### config.mk
export PLATFORM = sky130hd
export DESIGN_NAME = tgoc_span
export DESIGN_NICKNAME = d
export VERILOG_FILES = /design/src/rtl/tgoc_pkg.sv /design/src/rtl/tgoc_span.sv
export SDC_FILE = /design/constraint.sdc
export NUM_CORES = 2
export LEC_CHECK = 0
export ABC_AREA = 1
export ABC_CLOCK_PERIOD_IN_PS = 12800
export BUFFER_PORTS_ARGS = -buffer_cell sky130_fd_sc_hd__buf_2
export CAP_MARGIN = 40
export CORE_UTILIZATION = 40
export CTS_BUF_LIST = sky130_fd_sc_hd__clkbuf_4
export CTS_CLUSTER_SIZE = 8
export DETAILED_ROUTE_END_ITERATION = 7
export PLACE_DENSITY_LB_ADDON = 0.3
export SYNTH_ARGS = -nofsm -noshare
export SYNTH_HDL_FRONTEND = slang
export SYNTH_SLANG_ARGS = --single-unit
### constraint.sdc
create_clock -name clock -period 12.8 [get_ports clock]
set_input_delay 3.84 -clock clock [delete_from_list [all_inputs] [get_ports clock]]
set_output_delay 3.84 -clock clock [all_outputs]
set_load 0.05 [all_outputs]
### src/rtl/tgoc_pkg.sv
// Shared types and constants for the timeline gap/overlap checker.
package tgoc_pkg;

   // Configuration register indexes
   localparam int unsigned CSR_INDEX_W = 2;
   localparam logic [CSR_INDEX_W-1:0] CSR_TOLERANCE   = 2'd0;
   localparam logic [CSR_INDEX_W-1:0] CSR_TIME_OFFSET = 2'd1;

   localparam logic [15:0] COUNTER_MAX = 16'hFFFF;

   // Raw timeline entry as taken from the request channel
   typedef struct packed {
      logic        restart;
      logic        has_time;
      logic [63:0] start_time;
      logic [31:0] seg_duration;
      logic [31:0] repeat_count;
   } entry_type;

   // Entry with its total span, duration * (repeat + 1), already formed
   typedef struct packed {
      logic        restart;
      logic        has_time;
      logic [63:0] start_time;
      logic [63:0] span;
   } timed_type;

   // Configuration register contents
   typedef struct packed {
      logic [31:0] tolerance;
      logic [63:0] time_offset;
   } cfg_type;

   // One result transaction
   typedef struct packed {
      logic        gap_seen;
      logic        overlap_seen;
      logic [63:0] entry_start;
      logic [63:0] next_cursor;
      logic [15:0] gaps_total;
      logic [15:0] overlaps_total;
      logic [63:0] largest_gap;
      logic [63:0] largest_overlap;
      logic [63:0] first_gap_pos;
      logic [63:0] first_overlap_pos;
   } result_type;

endpackage

### src/rtl/tgoc_span.sv
// Input register and span multiply stage: forms duration * (repeat + 1).
module tgoc_span (
   input  logic                clock,
   input  logic                reset,
   input  logic                in_valid,
   output logic                in_ready,
   input  tgoc_pkg::entry_type in_entry,
   output logic                out_valid,
   input  logic                out_ready,
   output tgoc_pkg::timed_type out_entry
);

   logic                s1_valid_ff;
   tgoc_pkg::entry_type s1_entry_ff;
   logic                s2_valid_ff;
   tgoc_pkg::timed_type s2_entry_ff;
   logic                s1_ready;
   logic                s2_ready;
   logic [32:0]         reps_in;
   logic [64:0]         product_in;
   tgoc_pkg::timed_type s2_entry_in;

   // Per-stage ready: a stage loads when empty or when it drains this cycle
   assign s2_ready = !s2_valid_ff || out_ready;
   assign s1_ready = !s1_valid_ff || s2_ready;
   assign in_ready = s1_ready;

   // Span multiply, 32 x 33 bits; the product always fits in 64 bits
   always_comb begin
      reps_in                 = {1'b0, s1_entry_ff.repeat_count} + 33'd1;
      product_in              = {33'd0, s1_entry_ff.seg_duration} * {32'd0, reps_in};
      s2_entry_in.restart     = s1_entry_ff.restart;
      s2_entry_in.has_time    = s1_entry_ff.has_time;
      s2_entry_in.start_time  = s1_entry_ff.start_time;
      s2_entry_in.span        = product_in[63:0];
   end

   // Stage valids
   always_ff @(posedge clock) begin
      if (reset) begin
         s1_valid_ff <= 1'b0;
         s2_valid_ff <= 1'b0;
      end else begin
         if (s1_ready) s1_valid_ff <= in_valid;
         if (s2_ready) s2_valid_ff <= s1_valid_ff;
      end
   end

   // Stage payloads
   always_ff @(posedge clock) begin
      if (s1_ready && in_valid) s1_entry_ff <= in_entry;
      if (s2_ready && s1_valid_ff) s2_entry_ff <= s2_entry_in;
   end

   assign out_valid = s2_valid_ff;
   assign out_entry = s2_entry_ff;

endmodule

Yosys cells after proc, flatten, opt, wreduce, memory -nomap -nowiden

Cells that the tools add are included.
W data, S select, Z words.

Bits in registers: 262
Bits of input ports: 134

Multipliers: 1
Reduce and logical (&&, ||, !) cells: 6
Add/subtract/negate cells: 1

Operators by type and width:

| operator                | count |
|---|---|
| $mul A32 B33 Y64        | 1 |
| $add A32 B1 Y33 const B | 1 |
| $logic_and A1 B1 Y1     | 2 |
| $logic_not A1 Y1        | 2 |
| $logic_or A1 B1 Y1      | 2 |

Depth between registers and ports, before layout

Depth in word-level cells: 4
Gate-level depth with buffers: 39
Gate-level depth less buffers: 38

Worst setup path after synthesis

No wires, ideal clock.

Kind: input to register
Start: in out_ready
End: reg s2_entry_ff, in the netlist out_entry[0] (enable)
Cell stages on the path: 2
Data arrival time: 10135 ps
Slack: 2004 ps
Setup time: 661 ps
Path buffers: 0
Cells stage by stage: inv_1 > a21oi_1

Cells in the longest elaborated chain, start to end: 2

Ends and longest elaborated chain:

| item                 | RTL line        | RTL |
|---|---|---|
| start, declared      | tgoc_span.sv:9  | `input logic out_ready,` |
| $logic_or A1 B1 Y1   | tgoc_span.sv:24 | `assign s2_ready = !s2_valid_ff \|\| out_ready;` |
| $logic_and A1 B1 Y1  | tgoc_span.sv:52 | `if (s2_ready && s1_valid_ff) s2_entry_ff <= s2_entry_in;` |
| end signal, assigned | tgoc_span.sv:52 |  |
| end, declared        | tgoc_span.sv:16 | `tgoc_pkg::timed_type s2_entry_ff;` |

No other way between the ends.
A chain may end at the register's enable or synchronous reset.

Final worst setup path

Start: reg s1_entry_ff[0] in the netlist's numbering
End: reg s2_entry_ff, in the netlist out_entry[52], data pin

Cells in the longest elaborated chain, start to end: 2

Ends and longest elaborated chain:

| item                   | RTL line        | RTL |
|---|---|---|
| start, declared        | tgoc_span.sv:14 | `tgoc_pkg::entry_type s1_entry_ff;` |
| start signal, assigned | tgoc_span.sv:51 | `if (s1_ready && in_valid) s1_entry_ff <= in_entry;` |
| $add A32 B1 Y33        | tgoc_span.sv:30 | `reps_in = {1'b0, s1_entry_ff.repeat_count} + 33'd1;` |
| $mul A32 B33 Y64       | tgoc_span.sv:31 | `product_in = {33'd0, s1_entry_ff.seg_duration} * {32'd0, reps_in};` |
| net product_in[52]     | tgoc_span.sv:20 | `logic [64:0] product_in;` |

The timed path passes the listed nets, and every way through them passes these cells.

==> out/qor.txt <==
Status = finished clean
Hold_buf cts = 0
Flops & latches, synth = 262
Worst-skew pair later-pin latency = 1.01 ns
Placement row count = 121
CTS tree = done
CP Data Required Time = 13.44 ns
Clock-pin slew on the worst setup and hold paths = 0.07 ns
Buf+Inv Stages, Crit Path = 10
Hold_sp = s1_entry_ff[98]
Final setup vio count = 0
Max-slew violations = 0
Layout cells sized above 1 = 10.8%
Final worst slack = 3.25 ns
CTS Buf Count = 76
Critical Path AT = 10.18 ns
Synthesis warning total = 0
Setup WS pre-CTS = 3.32 ns
Detailed Route WL = 149000 um
Area grow syn2layout = 9.36%
Max Fanout on Critical Path = 28
Setup crit start kind = flop
Synth Area in XOR/XNOR = 0.695%
CTS max path bufs = 3
Synth area leaders = fa_1 (42%), edfxtp_1 (18%), inv_1 (10%), nand2_1 (9.0%), ha_1 (7.3%)
First-pass DRT Iterations = 6
Post-CTS sizing = 0
Global-route wire length before repair = 228000 um
Critical path type = flop to flop
Final Hold Vio Count = 0
Most used flip-flop cell after synthesis = edfxtp_1
Die Height = 334 um
Worst-Margin Slew = 0.965 ns
Slowest-stage cell, CP = nand2_1
Worst path top cell family by delay = adder cells
CTS sink cnt = 262
Routed len/inst = 22.2 um
Worst Skew = 0.163 ns
Hold Crit Endpoint = out_entry[98]
Ys async rst share = 0%
Synth Area in Compound Gates = 1.11%
Top cell type's share of synthesized area = 42.0%
Total gr overflow = 0
Filler Cell Count = 10790
Vias in the first global route = 36652
Post-synth EDFFs = 260
Fin nets = 6573
Remaining antenna violation count = 0
Max Cap Viol = 0
Sum Neg Setup Slack = 0 ns
Die area = 112000 um2
Largest family of logic cells by synthesized area = adder cells
Pin count of the biggest net entering global routing = 68
Post-synthesis simple-gate area fraction = 18.5%
Mux contribution to synthesized area = 0%
R2R cell count = 34
Most common cell in the synthesized netlist = inv_1
Port Buf Inserts = 265
DRT iter0 DRCs = 2710
Post-DP HPWL = 122000 um
Initial Util = 40.5%
Mean Syn Cell Area = 8.81 um2
Gate count of the mapped netlist = 5007
Register area share after synthesis = 17.8%
Reg2reg end = out_entry[52]
Max Fclk = 105 MHz
Post-synth top area cell = fa_1
Post-synthesis adder-cell area fraction = 49.3%
Crit-path most repeated cell = fa_1
Post-synth cell types = 42
Crit path largest cell delay = 0.73 ns
Core footprint = 109000 um2
HP Class = flop to flop
GRT Resource Usage Total = 27.6%
Total vias in the final route = 34606
Initial antenna violation count = 4
Rel. slew slack = 35.6%
WHS = 0.406 ns
H-tree levels = 3
Endpoint type of the worst setup path = flop
Inst Count DP = 6591
Final Non-Filler Cells = 6719
Syn Nets = 6325
Via density per instance = 5.15
Fin crit share = 74.6%
Post-synth top cells = inv_1 (1206), nand2_1 (1056), fa_1 (925), nor2_1 (677), edfxtp_1 (260)
Synthesized area = 44100 um2
Postcts setup bufs = 0
Placer Congestion = 0.961
DIE WIDTH = 334 um
Worst r2r src = s1_entry_ff[0]
Flop2flop setup slack = 3.25 ns
Cells on Worst Hold Path = 0
Drt drc = 0
CTS root buf = clkbuf_4
IO Count = 266
Post-layout min period = 9.55 ns
RSZ-0062 raised after global routing = false
worst register-to-register path, delay by kind of cell, from the launching register on:
kind | cells | cell delay, ns
AND/OR/NAND/NOR | 14 | 3.05
flip-flops | 1 | 0.32
buffers and inverters | 10 | 1.22
adder cells (fa/ha/maj) | 10 | 4.75
sequential cells by signal, summed over array words and instances (netlist names):
register	count
out_valid	1
out_entry	130
s1_entry_ff	130
s1_valid_ff	1
worst max-delay path by stage:
stage	cells after the start	from	to
after detailed placement	31	s1_entry_ff[0]	out_entry[56]
after CTS	31	s1_entry_ff[0]	out_entry[60]
final	34	s1_entry_ff[0]	out_entry[52]
after global placement	28	s1_entry_ff[0]	out_entry[46]
after floorplan	2	out_ready	out_entry[0]
after global routing	34	s1_entry_ff[0]	out_entry[52]
placed cells by master (no fill, tap or decap), drive strengths merged:
| master | synthesis | final |
|---|---|---|
| inv | 1238 | 1243 |
| nand2 | 1072 | 1072 |
| fa | 925 | 925 |
| nor2 | 721 | 721 |
| buf | 74 | 348 |
| edfxtp | 260 | 260 |
| ha | 259 | 259 |
| nand3 | 130 | 130 |
| clkbuf | 104 | 99 |
| a21oi | 58 | 58 |
| nand4 | 34 | 34 |
| xor2 | 32 | 32 |
| clkinv | 14 | 32 |
| o21bai | 16 | 16 |
| nor3 | 16 | 16 |
| or2 | 14 | 14 |
| and3 | 9 | 9 |
| nor4 | 9 | 9 |
| o21ai | 8 | 8 |
| a21o | 5 | 5 |
| diode | 0 | 3 |
| and2 | 3 | 3 |
| xnor2 | 3 | 3 |
| bufinv | 0 | 2 |
| dfxtp | 2 | 2 |
| nor4b | 1 | 1 |
| clkinvlp | 0 | 1 |
per-layer routing:
layer	up-vias	wire (um)	GRT usage, %
li1	15059	-	-
met1	17571	60800	36.7
met2	1686	67700	43.6
met3	288	15300	7.17
met4	2	5680	9.55
met5	-	13	0
through the flow:
stage                     utilization [%]  area (um2)
after floorplan                         -       44100
after global placement               43.0       46800
after detailed placement             43.4       47300
after CTS                            44.2       48200
after global routing                 44.2       48200
final                                44.2       48200
cells by family (layout without fill, tap and decap cells):
| group | Yosys count | in the layout |
|---|---|---|
| simple gates | 2009 | 2009 |
| buf+inv | 1430 | 1725 |
| fa+ha+maj | 1184 | 1184 |
| flops | 262 | 262 |
| compound gates | 87 | 87 |
| xor+xnor | 35 | 35 |
| other cells | 0 | 3 |
final cells by class:
class | count | area, um2 | share of cell area [%]
multi-input cells | 3315 | 30700 | 63.7
repair buffers | 348 | 2240 | 4.65
flip-flops and latches | 262 | 7850 | 16.3
diodes | 3 | 7.51 | 0.0156
clock buffers | 99 | 743 | 1.54
well taps | 1414 | 1770 | 3.67
inverters | 1252 | 4710 | 9.76
clock inverters | 26 | 186 | 0.387
Power is not shown: default switching activity piles up to over one toggle a cycle in this logic, so the estimate is an artifact.
