### src/rtl/tgoc_pkg.sv
// Shared types and constants for the timeline gap/overlap checker.
package tgoc_pkg;

   // Configuration register indexes
   localparam int unsigned CSR_INDEX_W = 2;
   localparam logic [CSR_INDEX_W-1:0] CSR_TOLERANCE   = 2'd0;
   localparam logic [CSR_INDEX_W-1:0] CSR_TIME_OFFSET = 2'd1;

   localparam logic [15:0] COUNTER_MAX = 16'hFFFF;

   // Raw timeline entry as taken from the request channel
   typedef struct packed {
      logic        restart;
      logic        has_time;
      logic [63:0] start_time;
      logic [31:0] seg_duration;
      logic [31:0] repeat_count;
   } entry_type;

   // Entry with its total span, duration * (repeat + 1), already formed
   typedef struct packed {
      logic        restart;
      logic        has_time;
      logic [63:0] start_time;
      logic [63:0] span;
   } timed_type;

   // Configuration register contents
   typedef struct packed {
      logic [31:0] tolerance;
      logic [63:0] time_offset;
   } cfg_type;

   // One result transaction
   typedef struct packed {
      logic        gap_seen;
      logic        overlap_seen;
      logic [63:0] entry_start;
      logic [63:0] next_cursor;
      logic [15:0] gaps_total;
      logic [15:0] overlaps_total;
      logic [63:0] largest_gap;
      logic [63:0] largest_overlap;
      logic [63:0] first_gap_pos;
      logic [63:0] first_overlap_pos;
   } result_type;

endpackage

### src/rtl/tgoc_track.sv
// Cursor and statistics tracker with the result register.
module tgoc_track (
   input  logic                 clock,
   input  logic                 reset,
   input  tgoc_pkg::cfg_type    cfg,
   input  logic                 in_valid,
   output logic                 in_ready,
   input  tgoc_pkg::timed_type  in_entry,
   output logic                 out_valid,
   input  logic                 out_ready,
   output tgoc_pkg::result_type out_result
);

   logic                 rsp_valid_ff;
   tgoc_pkg::result_type rsp_result_ff;
   tgoc_pkg::result_type rsp_result_in;

   logic [63:0] cursor_ff,    cursor_in;
   logic [15:0] gap_cnt_ff,   gap_cnt_in;
   logic [15:0] ovl_cnt_ff,   ovl_cnt_in;
   logic [63:0] worst_gap_ff, worst_gap_in;
   logic [63:0] worst_ovl_ff, worst_ovl_in;
   logic [63:0] gap_pos_ff,   gap_pos_in;
   logic [63:0] ovl_pos_ff,   ovl_pos_in;

   logic [63:0] cursor_base;
   logic [15:0] gap_cnt_base;
   logic [15:0] ovl_cnt_base;
   logic [63:0] worst_gap_base;
   logic [63:0] worst_ovl_base;
   logic [63:0] gap_pos_base;
   logic [63:0] ovl_pos_base;
   logic [63:0] start;
   logic [63:0] fwd_dist;
   logic [63:0] back_dist;
   logic [63:0] tol_wide;
   logic        is_gap;
   logic        is_ovl;
   logic        fire;

   assign in_ready = !rsp_valid_ff || out_ready;
   assign fire     = in_valid && in_ready;

   // Restart reloads the cursor and clears statistics ahead of the entry
   always_comb begin
      cursor_base    = in_entry.restart ? cfg.time_offset : cursor_ff;
      gap_cnt_base   = in_entry.restart ? 16'd0 : gap_cnt_ff;
      ovl_cnt_base   = in_entry.restart ? 16'd0 : ovl_cnt_ff;
      worst_gap_base = in_entry.restart ? 64'd0 : worst_gap_ff;
      worst_ovl_base = in_entry.restart ? 64'd0 : worst_ovl_ff;
      gap_pos_base   = in_entry.restart ? 64'd0 : gap_pos_ff;
      ovl_pos_base   = in_entry.restart ? 64'd0 : ovl_pos_ff;
   end

   // Gap / overlap classification against the cursor
   always_comb begin
      start     = in_entry.has_time ? in_entry.start_time : cursor_base;
      fwd_dist  = start - cursor_base;
      back_dist = cursor_base - start;
      tol_wide  = {32'd0, cfg.tolerance};
      is_gap    = in_entry.has_time && (start > cursor_base) && (fwd_dist > tol_wide);
      is_ovl    = in_entry.has_time && !is_gap && (cursor_base > start)
                  && (back_dist > tol_wide);
   end

   // Statistics and cursor update
   always_comb begin
      gap_cnt_in   = gap_cnt_base;
      ovl_cnt_in   = ovl_cnt_base;
      worst_gap_in = worst_gap_base;
      worst_ovl_in = worst_ovl_base;
      gap_pos_in   = gap_pos_base;
      ovl_pos_in   = ovl_pos_base;
      if (is_gap) begin
         if (gap_cnt_base == 16'd0) gap_pos_in = cursor_base;
         if (gap_cnt_base != tgoc_pkg::COUNTER_MAX) gap_cnt_in = gap_cnt_base + 16'd1;
         if (fwd_dist > worst_gap_base) worst_gap_in = fwd_dist;
      end
      if (is_ovl) begin
         if (ovl_cnt_base == 16'd0) ovl_pos_in = start;
         if (ovl_cnt_base != tgoc_pkg::COUNTER_MAX) ovl_cnt_in = ovl_cnt_base + 16'd1;
         if (back_dist > worst_ovl_base) worst_ovl_in = back_dist;
      end
      cursor_in = start + in_entry.span;
   end

   // Result transaction contents
   always_comb begin
      rsp_result_in.gap_seen          = is_gap;
      rsp_result_in.overlap_seen      = is_ovl;
      rsp_result_in.entry_start       = start;
      rsp_result_in.next_cursor       = cursor_in;
      rsp_result_in.gaps_total        = gap_cnt_in;
      rsp_result_in.overlaps_total    = ovl_cnt_in;
      rsp_result_in.largest_gap       = worst_gap_in;
      rsp_result_in.largest_overlap   = worst_ovl_in;
      rsp_result_in.first_gap_pos     = gap_pos_in;
      rsp_result_in.first_overlap_pos = ovl_pos_in;
   end

   // Tracker state and output valid
   always_ff @(posedge clock) begin
      if (reset) begin
         rsp_valid_ff <= 1'b0;
         cursor_ff    <= 64'd0;
         gap_cnt_ff   <= 16'd0;
         ovl_cnt_ff   <= 16'd0;
         worst_gap_ff <= 64'd0;
         worst_ovl_ff <= 64'd0;
         gap_pos_ff   <= 64'd0;
         ovl_pos_ff   <= 64'd0;
      end else begin
         if (in_ready) rsp_valid_ff <= in_valid;
         if (fire) begin
            cursor_ff    <= cursor_in;
            gap_cnt_ff   <= gap_cnt_in;
            ovl_cnt_ff   <= ovl_cnt_in;
            worst_gap_ff <= worst_gap_in;
            worst_ovl_ff <= worst_ovl_in;
            gap_pos_ff   <= gap_pos_in;
            ovl_pos_ff   <= ovl_pos_in;
         end
      end
   end

   // Result payload
   always_ff @(posedge clock) begin
      if (fire) rsp_result_ff <= rsp_result_in;
   end

   assign out_valid  = rsp_valid_ff;
   assign out_result = rsp_result_ff;

endmodule

### config.mk
export PLATFORM = sky130hd
export DESIGN_NAME = tgoc_track
export DESIGN_NICKNAME = d
export VERILOG_FILES = /design/src/rtl/tgoc_pkg.sv /design/src/rtl/tgoc_track.sv
export SDC_FILE = /design/constraint.sdc
export NUM_CORES = 2
export LEC_CHECK = 0
export BUFFER_PORTS_ARGS = -buffer_cell sky130_fd_sc_hd__buf_4
export CORE_MARGIN = 2
export CORE_UTILIZATION = 40
export CTS_BUF_LIST = sky130_fd_sc_hd__clkbuf_4
export CTS_CLUSTER_DIAMETER = 120
export DETAILED_ROUTE_END_ITERATION = 10
export PLACE_DENSITY = 0.68
export SLEW_MARGIN = 20
export SYNTH_ARGS = -nofsm -noshare
export SYNTH_HDL_FRONTEND = slang
export SYNTH_SLANG_ARGS = --single-unit
### constraint.sdc
create_clock -name clock -period 27.5 [get_ports clock]
set_clock_uncertainty 0.2 [all_clocks]
set_input_delay 0 -clock clock [delete_from_list [all_inputs] [get_ports clock]]
set_output_delay 0 -clock clock [all_outputs]
set_load 0.01 [all_outputs]
Word level (Yosys, flattened, before mapping):

Index checks and enable logic that the tools add are counted.

* bits in registers: 771
* input bits: 230
* RAM bits: 0
* memories kept: 0
* latch bits: 0
* ROM bits: 0

* equal/unequal tests: 2
* multiply operators: 0
* shift operators: 0
* divide/modulo/power cells: 0
* mux-type cells: 20
* bitwise logic cells: 0
* reduce and logical (&&, ||, !) cells: 11
* $add $sub $neg: 5
* magnitude comparators: 6

Operators by type and width (number)
* $mux 64: 14
* $gt 64x64->1: 4
* $gt 64x32->1: 2
* $sub 64x64->64: 2
* $mux 16: 6
* $add 64x64->64: 1
* $add 16x1->16 const B: 2
* $logic_not 16->1: 2
* $ne 16x16->1 const B: 2
* $logic_and 1x1->1: 6
* $logic_not 1->1: 2
* $logic_or 1x1->1: 1

Longest topological paths before layout:

* depth after elaboration: 10
* mapped depth: 38

Worst setup path after synthesis:

Ideal clock, no wire load.

* path type: register to register
* start point: register rsp_valid_ff, in the netlist out_valid
* end point: register rsp_result_ff (netlist bit out_result[0]) (enable)
* setup slack: 13.929 ns
* arrival time: 12.428 ns
* data required time: 26.357 ns
* stages on the path, launching flop included: 6
* library setup time: 0.943 ns
* clock period less this slack: 13.571 ns
* path through: dfxtp_1 nand2b_1 nand2_1 inv_1 clkbuf_1 buf_1

* word-level cells in the longest chain between the ends: 3

Ends and longest elaborated chain
* start, declared: RTL line tgoc_track.sv:14 `logic rsp_valid_ff;`
* start signal, assigned: RTL line tgoc_track.sv:113 `if (in_ready) rsp_valid_ff <= in_valid;`
* $logic_not 1->1: RTL line tgoc_track.sv:41 `assign in_ready = !rsp_valid_ff || out_ready;`
* $logic_or 1x1->1: RTL line tgoc_track.sv:41
* via in_ready: RTL line tgoc_track.sv:7 `output logic in_ready,`
* $logic_and 1x1->1: RTL line tgoc_track.sv:42 `assign fire = in_valid && in_ready;`
* via fire: RTL line tgoc_track.sv:39 `logic fire;`
* end signal, assigned: RTL line tgoc_track.sv:128 `if (fire) rsp_result_ff <= rsp_result_in;`
* end, declared: RTL line tgoc_track.sv:15 `tgoc_pkg::result_type rsp_result_ff;`

The timed path passes the listed nets, and every way through them passes these cells.
A chain may end at the register's enable or synchronous reset.

Final worst setup path:

* start point: input in_entry[129] (netlist bit)
* end point: register rsp_result_ff (netlist bit out_result[15]) (data pin)

* word-level cells in the longest chain between the ends: 10
* elaborated cells between the ends (all ways): 19
* those cells by class: add/sub (2); order compare (4); mux (6); reduce/logical (7)

Ends and longest elaborated chain
* start, declared: RTL line tgoc_track.sv:8 `input tgoc_pkg::timed_type in_entry,`
* $mux 64: RTL line tgoc_track.sv:46 `cursor_base = in_entry.restart ? cfg.time_offset : cursor_ff;`
* $mux 64: RTL line tgoc_track.sv:57 `start = in_entry.has_time ? in_entry.start_time : cursor_base;`
* $sub 64x64->64 or $gt 64x64->1 (tied branches): RTL line tgoc_track.sv:58, tgoc_track.sv:61
* $gt 64x32->1 or $logic_and 1x1->1 (tied branches): RTL line tgoc_track.sv:61 `is_gap = in_entry.has_time && (start > cursor_base) && (fwd_dist > tol_wide);`
* $logic_and 1x1->1: RTL line tgoc_track.sv:61
* $logic_not 1->1: RTL line tgoc_track.sv:62 `is_ovl = in_entry.has_time && !is_gap && (cursor_base > start)`
* $logic_and 1x1->1 (2 in a row): RTL line tgoc_track.sv:62
* $logic_and 1x1->1: RTL line tgoc_track.sv:63 `&& (back_dist > tol_wide);`
* $mux 64 (*): RTL line tgoc_track.sv:79 `if (is_ovl) begin`
* via ovl_pos_in[15]: RTL line tgoc_track.sv:24 `logic [63:0] ovl_pos_ff, ovl_pos_in;`

The timed path passes the listed nets; every way through them passes the cells marked *.

==> results.toml <==
[outcome]
outcome = "complete, no violations"

[timing]
period_share = 0.458
fmax_mhz = 79.4
min_period_ns = 12.59
final-setup-viol-count = 0
grt_setup_unrepaired = "no"
drv_slew = 0
tightest_slew_ns = 1.28
fin_tns_setup_ns = 0
finalHoldViolCount = 0
max-slew-margin-rel = 0.137

[clocking]
postCtsSetupBuffers = 0
tritoncts = "built"
clockBufferDepth = 3
postCtsHoldBufs = 662
cts_root_buf = "clkbuf_4"
cts_buffers = 212
path_clk_slew_ns = 0.06
cts_repair_resize_count = 0
clock-sinks = 771
cts.htree.levels = 4
clkLatencyLatePin_ns = 1.30

[worst_setup_path]
arrival_ns = 13.42
end_kind = "flop"
crit_required_ns = 28.32
critPathMaxFanout = 90
worstSetupPathType = "in -> reg"
startpoint_type = "input port"
crit_top_cell = "dlygate4sd3_1"
max_stage_delay_ns = 0.77
reg2reg_depth = 32
slowest_stage = "buf_4"

[job]
drv_cap = 0

[min_path]
whs_path_depth = 5
hp-class = "in -> reg"

[final_layout]
final_area_mm2 = 0.0642
fin_nets = 7193
drive_gt1_frac = 0.180
syn_to_final_growth_pct = 31.8

[place]
place_hpwl_um = 141000
placed_area_mm2 = 0.0547
globalplace.congestion = 1.01
portBuffers = 649

[logic_synthesis]
async_reset_ff_frac = 0
avgSynthCellArea_um2 = 9.15
synth_edf_count = 418
synth.most_common_cell = "nand2_1"
ys_types = 106
synth.cell_area_mm2 = 0.0487
synth_warnings = 0
seq_area_frac_synth = 0.403
syn_nets = 5942
synth_seq_cells = 771
yosysTopAreaCell = "edfxtp_1"
synth_top_area_share = 0.258
synth.area.top_cells = "edfxtp_1 (26%), dfxtp_1 (15%), ha_1 (9.9%)"
netlist_instances = 5324
ys.flop_type = "edfxtp_1"
yosys-top-cells-count = "nand2_1 (661), edfxtp_1 (418), a21oi_1 (401)"

[global_route]
grt_max_degree = 189
grt_antenna_before_repair = 10
grt_pass1_wl_um = 292000
grt.overflow.total = 0
grt_pass1_vias = 47200
groute.usage.overall = 0.304

[routing]
viasPerCell = 5.76
dr.pass1.iters = 7
wl_um = 198000
route.detailed.drc = 0
drtIter0Drc = 4918
wire_per_inst_um = 23.5
ant_nets = 0
vias = 48400

[floorplan]
ios = 650
die-area_mm2 = 0.125
dieHeight_um = 353
fp.coreArea_mm2 = 0.121
initial_core_util = 0.401
fp.dieW_um = 353
num_rows = 128

[power]
p_per_area_mw_per_mm2 = 68.1
irDropWorstVdd_mv = 0.0481
leakage_nw = 26.8
## sequential cells by signal, summed over array words and instances, names as in the netlist
| register | flops |
|---|---|
| ovl_pos_ff | 64 |
| ovl_cnt_ff | 16 |
| cursor_ff | 64 |
| out_result | 418 |
| gap_cnt_ff | 16 |
| worst_ovl_ff | 64 |
| out_valid | 1 |
| gap_pos_ff | 64 |
| worst_gap_ff | 64 |
## power breakdown
part	switching, W	total (W)	internal [W]
Sequential	0.0000536	0.00140	0.00135
Combinational	0.00115	0.00186	0.000710
Clock	0.000541	0.00111	0.000568
## logic make-up (layout without fill, tap and decap cells)
group           Yosys count  in the layout  share of synthesized area
flops                   771            771                      0.403
buf+inv                 665           2104                     0.0561
other cells               0             14                          0
simple gates           1566           1566                      0.154
fa+ha+maj               389            389                      0.100
xor+xnor                177            177                     0.0318
mux                     202            202                     0.0438
compound gates         1554           1554                      0.211
## stage by stage
| stage | util | hold WS, ns | power (W) | std cells | setup slack, ns |
|---|---|---|---|---|---|
| after floorplan | - | -0.0705 | 0.00250 | 5324 | 13.93 |
| after global placement | 0.450 | 0.0701 | 0.00309 | 7324 | 17.19 |
| after detailed placement | 0.450 | 0.0845 | 0.00310 | 7324 | 17.01 |
| after CTS | 0.529 | 0.0154 | 0.00434 | 8388 | 15.40 |
| after global routing | 0.529 | 0.0855 | 0.00460 | 8400 | 14.37 |
| final | 0.529 | 0.146 | 0.00438 | 8402 | 14.91 |
## area by class of cell
type | instances | area, µm²
inverters | 350 | 1330
multi-input cells | 3888 | 26400
clock inverters | 66 | 349
well taps | 1625 | 2030
clock buffers | 336 | 2520
repair buffers | 1352 | 11900
fillers | 10900 | 57200
diodes | 14 | 35.0
flip-flops and latches | 771 | 19600
## layout by cell type (no fill, tap or decap), drive strengths merged, types with 24 or more instances in the layout
cell type and instances:
nand2 661, nand3 205, nor3 45, clkbuf 336
dfxtp 353, and3 24, o32ai 65, o21ba 68
a21oi 402, o21bai 48, or3 44, xor2 60
a2bb2oi 40, mux2i 153, xnor2 117, nand4 124
nor2b 130, o21ai 378, dlygate4sd3 659, buf 693
o311ai 58, o21a 42, inv 357, a31oi 79
nor2 189, edfxtp 418, nor4 30, a211oi 24
ha 385, mux2 49, a21o 126, nand2b 35
o31ai 88, clkinv 55
## worst paths after layout
kind,from,endpoint,slack [ns]
max,in_entry[129],out_result[15],14.91
min,in_entry[99],out_result[387],0.15
max reg2reg,cursor_ff[7],out_result[15],15.71
min reg2reg,ovl_pos_ff[6],ovl_pos_ff[6],0.25
## worst max-delay path, delay by kind of cell
family	cells	cell delay, ns
XOR/XNOR	1	0.51
AO/OA/AOI/OAI	8	1.73
adder cells (fa/ha/maj)	2	0.74
AND/OR/NAND/NOR	8	1.96
multiplexers	2	0.64
buffers and inverters	14	7.40
## per-layer routing
| metal | track usage | part of all wire |
|---|---|---|
| met5 | 0 | 0.000071 |
| met1 | 0.406 | 0.42 |
| met4 | 0.147 | 0.050 |
| met2 | 0.470 | 0.45 |
| met3 | 0.0609 | 0.081 |
Note: power is estimated with default switching activity, not from simulation.
